[config.mk]
export PLATFORM = sky130hd
export DESIGN_NAME = oldest_replace_member_table_core
export DESIGN_NICKNAME = d
export VERILOG_FILES = /design/src/rtl/core/ortbl_pkg.sv /design/src/rtl/core/oldest_replace_member_table_core.sv /design/src/rtl/core/ortbl_ram.sv /design/src/rtl/core/ortbl_scan.sv
export VERILOG_INCLUDE_DIRS = /design/src /design/src/rtl/core
export SDC_FILE = /design/constraint.sdc
export NUM_CORES = 1
export LEC_CHECK = 0
export ABC_AREA = 0
export BUFFER_PORTS_ARGS = -buffer_cell sky130_fd_sc_hd__buf_2
export CAP_MARGIN = 10
export CORE_ASPECT_RATIO = 0.5
export CORE_MARGIN = 8
export CORE_UTILIZATION = 63
export DETAILED_ROUTE_END_ITERATION = 16
export PLACE_DENSITY = 0.8
export SYNTH_ARGS = -nofsm -noshare
export SYNTH_HDL_FRONTEND = slang
export SYNTH_HIERARCHICAL = 1
export SYNTH_SLANG_ARGS = --single-unit
[constraint.sdc]
create_clock -name i_clk -period 17.2 [get_ports i_clk]
set_clock_uncertainty 0.2 [all_clocks]
set_input_delay 1.72 -clock i_clk [delete_from_list [all_inputs] [get_ports i_clk]]
set_output_delay 1.72 -clock i_clk [all_outputs]
set_load 0.05 [all_outputs]
[src/rtl/core/oldest_replace_member_table_core_assert.svh]
// Assertion macros used by the table core file.
// Each macro expects i_clk and i_rst_n in the scope where it is used.
`ifndef OLDEST_REPLACE_MEMBER_TABLE_CORE_ASSERT_SVH
`define OLDEST_REPLACE_MEMBER_TABLE_CORE_ASSERT_SVH

// Same-cycle implication, checked out of reset.
`define ORTBL_ASSERT_NOW(lbl, ante, cons, msg) \
    lbl: assert property (@(posedge i_clk) disable iff (!i_rst_n) (ante) |-> (cons)) \
        else $error(msg);

// Next-cycle implication, checked out of reset.
`define ORTBL_ASSERT_NXT(lbl, ante, cons, msg) \
    lbl: assert property (@(posedge i_clk) disable iff (!i_rst_n) (ante) |=> (cons)) \
        else $error(msg);

`endif

[src/rtl/core/ortbl_pkg.sv]
// ----------------------------------------------------------------------------
// ortbl_pkg
// Shared widths, request codes and control structs of the member table.
// ----------------------------------------------------------------------------
package ortbl_pkg;

    localparam int KIND_W        = 2;
    localparam int ID_W          = 32;
    localparam int TIME_W        = 32;
    localparam int SLOT_W        = 4;
    localparam int DEFAULT_DEPTH = 16;

    localparam int S_TDATA_W = 64;   // member_id, now_time
    localparam int S_TUSER_W = 2;    // kind
    localparam int M_TDATA_W = 8;    // ok, slot, zero pad

    localparam logic [KIND_W-1:0] KIND_INSERT = 2'd0;
    localparam logic [KIND_W-1:0] KIND_REMOVE = 2'd1;
    localparam logic [KIND_W-1:0] KIND_QUERY  = 2'd2;

    // Control from the sequencer to the scan unit.
    typedef struct packed {
        logic clear;   // start of a new scan
        logic step;    // one entry arrives from the memory
    } t_scan_ctl;

    // Status from the scan unit back to the sequencer.
    typedef struct packed {
        logic hit;     // a valid entry matched the key
        logic free;    // a free slot was seen
    } t_scan_flag;

endpackage

[src/rtl/core/oldest_replace_member_table_core.sv]
// ----------------------------------------------------------------------------
// oldest_replace_member_table_core
// Member table with oldest-stamp replacement: insert, remove and query.
// Flow: accept, scan every entry, drain the last read, write back, emit result.
// Scan: reads one memory word per cycle through the single RAM read port; a new
//   item is taken only in idle, once the last result is in the output register.
// Reset: synchronous, clears every valid bit (table empty) and both channels.
// ----------------------------------------------------------------------------
module oldest_replace_member_table_core #(
    parameter int TABLE_DEPTH = ortbl_pkg::DEFAULT_DEPTH
) (
    input  logic                            i_clk,
    input  logic                            i_rst_n,
    // request channel
    input  logic                            s_tvalid,
    output logic                            s_tready,
    input  logic [ortbl_pkg::S_TDATA_W-1:0] s_tdata,  // [31:0] member_id, [63:32] now_time
    input  logic [ortbl_pkg::S_TUSER_W-1:0] s_tuser,  // [1:0] kind
    // result channel
    output logic                            m_tvalid,
    input  logic                            m_tready,
    output logic [ortbl_pkg::M_TDATA_W-1:0] m_tdata   // [0] ok, [4:1] slot, [7:5] zero
);
    import ortbl_pkg::*;

    `include "oldest_replace_member_table_core_assert.svh"

    localparam int IDX_W  = $clog2(TABLE_DEPTH);
    localparam int WORD_W = ID_W + TIME_W;
    localparam logic [IDX_W-1:0] LAST_IDX = IDX_W'(TABLE_DEPTH - 1);

    // sequencer states
    localparam logic [2:0] ST_IDLE   = 3'd0;
    localparam logic [2:0] ST_SCAN   = 3'd1;
    localparam logic [2:0] ST_DRAIN  = 3'd2;
    localparam logic [2:0] ST_FINISH = 3'd3;
    localparam logic [2:0] ST_EMIT   = 3'd4;

    logic [2:0]             r_state;
    logic [2:0]             n_state;
    logic [KIND_W-1:0]      r_kind;
    logic [ID_W-1:0]        r_id;
    logic [TIME_W-1:0]      r_time;
    logic [IDX_W-1:0]       r_addr;       // read address being issued
    logic [IDX_W-1:0]       r_data_idx;   // index of the word now on the RAM output
    logic                   r_data_valid; // valid bit of the word now on the RAM output
    logic                   r_step;       // RAM output holds a scanned word
    logic [TABLE_DEPTH-1:0] r_valid;
    logic                   r_pend_ok;
    logic [SLOT_W-1:0]      r_pend_slot;
    logic                   r_out_valid;
    logic                   r_out_ok;
    logic [SLOT_W-1:0]      r_out_slot;

    logic                   w_s_take;
    logic                   w_m_take;
    logic                   w_we;
    logic [WORD_W-1:0]      w_rdata;
    logic [IDX_W-1:0]       w_victim;
    logic [IDX_W-1:0]       w_hit_idx;
    logic [IDX_W-1:0]       w_free_idx;
    logic [IDX_W-1:0]       w_min_idx;
    t_scan_ctl              w_ctl;
    t_scan_flag             w_flag;

    assign s_tready = (r_state == ST_IDLE);
    assign w_s_take = s_tvalid && s_tready;
    assign w_m_take = r_out_valid && m_tready;

    // Insert goes to the lowest free slot, else to the oldest entry.
    assign w_victim = w_flag.free ? w_free_idx : w_min_idx;
    assign w_we     = (r_state == ST_FINISH) && (r_kind == KIND_INSERT);

    assign w_ctl.clear = w_s_take;
    assign w_ctl.step  = r_step;

    // ------------------------------------------------------------------
    // Entry storage: member and stamp share one word.
    // ------------------------------------------------------------------
    ortbl_ram #(
        .WIDTH (WORD_W),
        .DEPTH (TABLE_DEPTH)
    ) u_ram (
        .i_clk   (i_clk),
        .i_we    (w_we),
        .i_waddr (w_victim),
        .i_wdata ({r_time, r_id}),
        .i_raddr (r_addr),
        .o_rdata (w_rdata)
    );

    ortbl_scan #(
        .DEPTH (TABLE_DEPTH)
    ) u_scan (
        .i_clk         (i_clk),
        .i_rst_n       (i_rst_n),
        .i_ctl         (w_ctl),
        .i_idx         (r_data_idx),
        .i_entry_valid (r_data_valid),
        .i_member      (w_rdata[ID_W-1:0]),
        .i_stamp       (w_rdata[WORD_W-1:ID_W]),
        .i_key         (r_id),
        .o_flag        (w_flag),
        .o_hit_idx     (w_hit_idx),
        .o_free_idx    (w_free_idx),
        .o_min_idx     (w_min_idx)
    );

    // ------------------------------------------------------------------
    // Sequencer: accept, scan every entry, write back, hand off result.
    // ------------------------------------------------------------------
    always_comb begin
        n_state = r_state;
        unique case (r_state)
            ST_IDLE:   if (w_s_take) n_state = ST_SCAN;
            ST_SCAN:   if (r_addr == LAST_IDX) n_state = ST_DRAIN;
            ST_DRAIN:  n_state = ST_FINISH;
            ST_FINISH: n_state = ST_EMIT;
            ST_EMIT:   if (!r_out_valid || m_tready) n_state = ST_IDLE;
            default:   n_state = ST_IDLE;
        endcase
    end

    always_ff @(posedge i_clk) begin
        if (!i_rst_n) begin
            r_state     <= ST_IDLE;
            r_step      <= 1'b0;
            r_valid     <= '0;
            r_out_valid <= 1'b0;
        end else begin
            r_state <= n_state;
            // one word comes back the cycle after each read issued in scan
            r_step  <= (r_state == ST_SCAN);

            // Update valid bits once the scan results are final.
            if (r_state == ST_FINISH) begin
                if (r_kind == KIND_INSERT) begin
                    r_valid[w_victim] <= 1'b1;
                end else if (r_kind == KIND_REMOVE && w_flag.hit) begin
                    r_valid[w_hit_idx] <= 1'b0;
                end
            end

            // Drop a taken result, load the next one when the register frees.
            if (w_m_take) begin
                r_out_valid <= 1'b0;
            end
            if (r_state == ST_EMIT && (!r_out_valid || m_tready)) begin
                r_out_valid <= 1'b1;
            end
        end
    end

    // Payload registers.
    always_ff @(posedge i_clk) begin
        if (w_s_take) begin
            r_kind <= s_tuser[KIND_W-1:0];
            r_id   <= s_tdata[ID_W-1:0];
            r_time <= s_tdata[ID_W +: TIME_W];
            r_addr <= '0;
        end else if (r_state == ST_SCAN && r_addr != LAST_IDX) begin
            r_addr <= r_addr + IDX_W'(1);
        end
        // read the valid bit alongside the RAM word so both line up
        r_data_idx   <= r_addr;
        r_data_valid <= r_valid[r_addr];

        if (r_state == ST_FINISH) begin
            unique case (r_kind)
                KIND_INSERT: begin
                    r_pend_ok   <= 1'b1;
                    r_pend_slot <= SLOT_W'(w_victim);
                end
                KIND_REMOVE, KIND_QUERY: begin
                    r_pend_ok   <= w_flag.hit;
                    r_pend_slot <= w_flag.hit ? SLOT_W'(w_hit_idx) : '0;
                end
                default: begin
                    r_pend_ok   <= 1'b0;
                    r_pend_slot <= '0;
                end
            endcase
        end

        if (r_state == ST_EMIT && (!r_out_valid || m_tready)) begin
            r_out_ok   <= r_pend_ok;
            r_out_slot <= r_pend_slot;
        end
    end

    assign m_tvalid = r_out_valid;
    assign m_tdata  = {(M_TDATA_W - SLOT_W - 1)'(0), r_out_slot, r_out_ok};

    // ------------------------------------------------------------------
    // Assertions
    // ------------------------------------------------------------------
    `ORTBL_ASSERT_NXT(a_accept_starts_scan, w_s_take,
        (r_state == ST_SCAN) && (r_addr == '0), "accepted item did not start a scan at slot 0")
    `ORTBL_ASSERT_NXT(a_insert_sets_valid, (r_state == ST_FINISH) && (r_kind == KIND_INSERT),
        r_valid[$past(w_victim)], "inserted slot not marked valid")
    `ORTBL_ASSERT_NXT(a_remove_clears_valid,
        (r_state == ST_FINISH) && (r_kind == KIND_REMOVE) && w_flag.hit,
        !r_valid[$past(w_hit_idx)], "removed slot still valid")
    `ORTBL_ASSERT_NOW(a_step_only_when_busy, r_step,
        (r_state == ST_SCAN) || (r_state == ST_DRAIN), "scan step outside of a scan")

endmodule

[src/rtl/core/ortbl_ram.sv]
// ----------------------------------------------------------------------------
// ortbl_ram
// Generic single-write, single-read RAM with registered read data.
// ----------------------------------------------------------------------------
module ortbl_ram #(
    parameter int WIDTH = 64,
    parameter int DEPTH = 16
) (
    input  logic                     i_clk,
    input  logic                     i_we,
    input  logic [$clog2(DEPTH)-1:0] i_waddr,
    input  logic [WIDTH-1:0]         i_wdata,
    input  logic [$clog2(DEPTH)-1:0] i_raddr,
    output logic [WIDTH-1:0]         o_rdata
);

    logic [WIDTH-1:0] r_mem [DEPTH];
    logic [WIDTH-1:0] r_rdata;

    always_ff @(posedge i_clk) begin
        if (i_we) begin
            r_mem[i_waddr] <= i_wdata;
        end
        r_rdata <= r_mem[i_raddr];
    end

    assign o_rdata = r_rdata;

endmodule

[src/rtl/core/ortbl_scan.sv]
// ----------------------------------------------------------------------------
// ortbl_scan
// Walks the entries streamed from the table memory and keeps the first match,
// the first free slot and the oldest valid entry.
// ----------------------------------------------------------------------------
module ortbl_scan #(
    parameter int DEPTH = 16
) (
    input  logic                         i_clk,
    input  logic                         i_rst_n,
    input  ortbl_pkg::t_scan_ctl         i_ctl,
    input  logic [$clog2(DEPTH)-1:0]     i_idx,
    input  logic                         i_entry_valid,
    input  logic [ortbl_pkg::ID_W-1:0]   i_member,
    input  logic [ortbl_pkg::TIME_W-1:0] i_stamp,
    input  logic [ortbl_pkg::ID_W-1:0]   i_key,
    output ortbl_pkg::t_scan_flag        o_flag,
    output logic [$clog2(DEPTH)-1:0]     o_hit_idx,
    output logic [$clog2(DEPTH)-1:0]     o_free_idx,
    output logic [$clog2(DEPTH)-1:0]     o_min_idx
);
    import ortbl_pkg::*;

    localparam int IDX_W = $clog2(DEPTH);

    logic              r_hit;
    logic              r_free;
    logic              r_min_have;
    logic [IDX_W-1:0]  r_hit_idx;
    logic [IDX_W-1:0]  r_free_idx;
    logic [IDX_W-1:0]  r_min_idx;
    logic [TIME_W-1:0] r_min_stamp;
    logic              w_match;
    logic              w_older;

    assign w_match = i_entry_valid && (i_member == i_key);
    assign w_older = i_entry_valid && (!r_min_have || (i_stamp < r_min_stamp));

    // Control flags.
    always_ff @(posedge i_clk) begin
        if (!i_rst_n || i_ctl.clear) begin
            r_hit      <= 1'b0;
            r_free     <= 1'b0;
            r_min_have <= 1'b0;
        end else if (i_ctl.step) begin
            if (w_match) begin
                r_hit <= 1'b1;
            end
            if (!i_entry_valid) begin
                r_free <= 1'b1;
            end
            if (i_entry_valid) begin
                r_min_have <= 1'b1;
            end
        end
    end

    // Captured indices and the running oldest stamp.
    always_ff @(posedge i_clk) begin
        if (i_ctl.step) begin
            if (w_match && !r_hit) begin
                r_hit_idx <= i_idx;
            end
            if (!i_entry_valid && !r_free) begin
                r_free_idx <= i_idx;
            end
            // strict compare keeps the lowest slot on a tie
            if (w_older) begin
                r_min_idx   <= i_idx;
                r_min_stamp <= i_stamp;
            end
        end
    end

    assign o_flag.hit  = r_hit;
    assign o_flag.free = r_free;
    assign o_hit_idx   = r_hit_idx;
    assign o_free_idx  = r_free_idx;
    assign o_min_idx   = r_min_idx;

endmodule
==> results.txt <==
The flow ran to the end, and the final reports show no timing, DRC or antenna violations. For the worst setup path, the data arrival time is 4.18 ns. In this run the power density over the cells is 136.5 nW/µm². The share of total power dissipated in combinational logic is 15.2%. The worst hold path passes through 0 cells. The full die area came out at 82610 µm². The die height was 207.3 µm. The tree built by TritonCTS fans out to 1241 sinks. Count of nets left with antenna violations after detail routing: 0.

The worst hold path begins at r_pend_slot[0]. The run gives 78.74% as the sequential cell area fraction in the yosys report. At the worst endpoint, the required time is 17.30 ns. Per report_power, the clock group accounts for 32.4% of the total.

The tools report the buffer count from post-CTS setup fixing as 0. The clock period minus worst slack is 4.079 ns, and the total count of max-transition violations in the final report is 0. Setup violations remaining at the end of the flow were counted as 0. Cells with a size suffix above 1 make up 23.54% of the layout. Across every metal layer, demand over resource in global routing totals 24.59%.

Setup slack on the worst reg-to-reg path comes out at 13.12 ns. Leaving out fill and tap cells, the most frequent cell in the layout is edfxtp_1. Wires add up to 102.5 mm. The worst pin sits at a relative slew slack of 18.42%. The logs give 22350 for the number of vias in the routed layout and 3 for the worst-case clock buffer depth. The number of hold-slack violations in the final timing report was 0; the DRC violation total after the first TritonRoute iteration was 3090.

The number of hold buffers added after cts is 0, and the total of buffers placed on input and output ports is 76. The count of cells along the worst register-to-register path was 7. The global route total overflow was 0; the layout overhead on the synthesized area was 10.17%. In this run the clock root is driven by a clkbuf_16. In the layout the commonest cells are edfxtp_1 (1144), mux4_2 (260), a22oi_1 (128), clkbuf_16 (102), dfxtp_1 (95). In the final routed layout, each cell accounts on average for 31.13 µm. The logs give 1 for the number of antenna violations at the first check in global routing and 0.1064 mV for the peak supply drop. The logs give 2118 for the count of mapped cells out of synthesis and 48.47 mm for the detailed-placement wirelength estimate. The maximum fanout count along the critical path is 30, and the number of iterations in the first detailed-routing pass is 7.

The tools report the number of max-cap violations as 0. After synthesis the cells add up to 46100 µm². After synthesis the netlist holds a flip-flop and latch count of 1241. The clock transition at the register clock pins on the worst setup and hold paths after CTS is 0.06 ns. The H-tree was split into 3 levels. Summed over all failing endpoints, the final setup total negative slack is 0 ns. After the last flow step, the layout net total stands at 2340. The post-detailed-route via-to-cell ratio works out to 6.790.

The die is 398.5 µm wide. Timing would allow up to 245.2 MHz. The first global-routing pass estimated 149.5 mm of wire.

The tools report the endpoint type of the worst setup path as a flip-flop. The via count of the first global-routing pass was 22900; the number of synthesis warnings was 6. The internal portion of the total power is 5.232 mW. The mean instance size in the synthesized netlist was 21.76 µm²; the proportion of netlist area held by the largest area contributor was 74.52%.

The logs give 0 for the total of cells resized after clock tree synthesis and 72780 µm² for the standard cell core area. Cell taking the most area after synthesis: edfxtp_1. Power comes to 6.932 mW. For the largest net degree at the start of global routing, the log shows 107.

The analysis attributes to cell leakage a power of 16.06 nW. Counting distinct cell types in the post-synthesis netlist gives 60. The final period utilization was 23.71%. The total clock buffers created by CTS was 99; the number of design rule violations left after detail routing was 0.

The type of the setup path with the least slack was reg -> reg. Setup repair after global routing left no endpoint under its margin. The number of top-level design ports is 80.

The initial utilization of the core area, before any placement, comes to 63.34%. TritonCTS built the clock tree. The path with the worst hold slack has its endpoint at r_out_slot[0]. The proportion of synthesized flip-flops having asynchronous set or reset was 0%; the latest clock arrival within the worst-skew pair was 0.67 ns. The net switching share of the total power works out to 24.53%.

The worst register-to-register path begins at r_kind[1]. The weighted congestion reported at the end of routability-driven placement was 0.8414; the switching power of the nets was 1.700 mW. The end of the worst register-to-register path is u_ram/r_mem[9][19]. By area the synthesized netlist is led by edfxtp_1 (75%), mux4_2 (13%), dfxtp_1 (4.2%). After detailed placement, the total cell area comes to 47610 µm². Once layout is complete, the utilization of the core stands at 69.77%.

The run gives 52.5% as the sequential power share. The type of the most critical hold path was reg -> reg. The worst setup path is launched from a flip-flop.

The finished cells cover 50780 µm². The number of enable-type register cells in the synthesized netlist was 1144. Among all flip-flop cells after synthesis, the most frequent one is edfxtp_1. The total number of placement rows is 70, and the transition time of the tightest slew-check pin is 1.221 ns.
routing by layer:
layer / share of wire (%) / vias up / track usage, %
li1: - / 9005 / -
met1: 37 / 11540 / 33.78
met2: 49 / 1560 / 39.32
met3: 11 / 249 / 5.410
met4: 3.5 / 0 / 9.054
met5: 0 / - / 0
cell families (layout without fill, tap and decap cells):
group / Yosys count / after routing / share of synthesized area [%]
buffers and inverters: 140 / 339 / 1.512
AO/OA/AOI/OAI: 208 / 208 / 3.192
adder cells (fa/ha/maj): 35 / 35 / 0.9500
other: 1 / 4 / 0.008135
multiplexers: 264 / 264 / 12.83
AND/OR/NAND/NOR: 194 / 194 / 2.109
flip-flops: 1241 / 1241 / 78.74
XOR/XNOR: 35 / 35 / 0.6650
registers in the layout, summed over array words and instances, names as in the netlist:
name / flops
m_tvalid: 1
r_addr: 4
r_data_idx: 4
r_data_valid: 1
r_id: 32
r_kind: 2
r_out_ok: 1
r_out_slot: 4
r_pend_ok: 1
r_pend_slot: 4
r_state: 3
r_step: 1
r_time: 32
r_valid: 16
u_ram/o_rdata: 64
u_ram/r_mem: 1024
u_scan/o_free_idx: 4
u_scan/o_hit_idx: 4
u_scan/o_min_idx: 4
u_scan/r_free: 1
u_scan/r_hit: 1
u_scan/r_min_have: 1
u_scan/r_min_stamp: 32
final cells by class:
cell class,count,area (µm²)
Tap cell,972,1216
Multi-Input combinational cell,739,9261
Clock buffer,142,2783
Fill cell,3987,22000
Timing Repair Buffer,115,685.7
Inverter,39,146.4
Sequential cell,1241,36300
Antenna cell,1,2.502
Clock inverter,43,386.6
worst max-delay path, cell delays in order, from the launching register on:
cell and delay, ns:
edfxtp_1 0.41, inv_1 0.10, ha_1 0.41, and2_1 0.29, nand3b_1 0.34, nor2_4 0.75, buf_4 0.53, buf_4 0.64
synth_stat cells, drive strengths merged (3+ instances only):
cell type,count
edfxtp,1144
mux4,260
a22oi,128
dfxtp,97
nand2,80
buf,52
clkbuf,49
inv,39
ha,35
nor2,34
xor2,28
a21oi,24
o21ai,17
nand3,16
a21boi,11
nor2b,9
nor3,9
nor4,8
nand2b,7
nand4,7
xnor2,7
o21a,5
a32oi,4
and2,4
and4,4
o41ai,4
a211o,3
a31oi,3
mux2i,3
nand3b,3
how the worst max path moves through the flow:
stage | start | depth (start not counted) | slack [ns] | endpoint
floorplan | r_kind[0] | 6 | 10.48 | u_ram/r_mem[0][0]
global placement | r_addr[1] | 5 | 13.26 | u_ram/o_rdata[5]
detailed placement | r_kind[1] | 6 | 13.17 | u_ram/r_mem[13][19]
CTS | r_kind[1] | 7 | 13.16 | u_ram/r_mem[9][28]
global route | r_addr[1] | 5 | 13.01 | u_ram/o_rdata[14]
finish | r_kind[1] | 7 | 13.12 | u_ram/r_mem[9][19]
power groups by stage:
stage	Combinational (mW)	Sequential (mW)	Clock, mW
6_report	1.05	3.64	2.24
5_1_grt	1.12	3.65	2.38
4_1_cts	1.06	3.64	2.27
3_5_place_dp	1.02	3.70	0
3_3_place_gp	0.997	3.69	0
2_1_floorplan	0.885	3.60	0
metrics by stage:
step	std cells	hold slack [ns]	setup WS (ns)
CTS	3291	0.2206	13.16
global route	3292	0.2277	13.01
finish	3292	0.2191	13.12
detailed placement	3106	0.2054	13.17
global placement	3106	0.2084	13.26
floorplan	2120	0.1635	10.48
No activity file was read; power rests on OpenSTA's default activity.
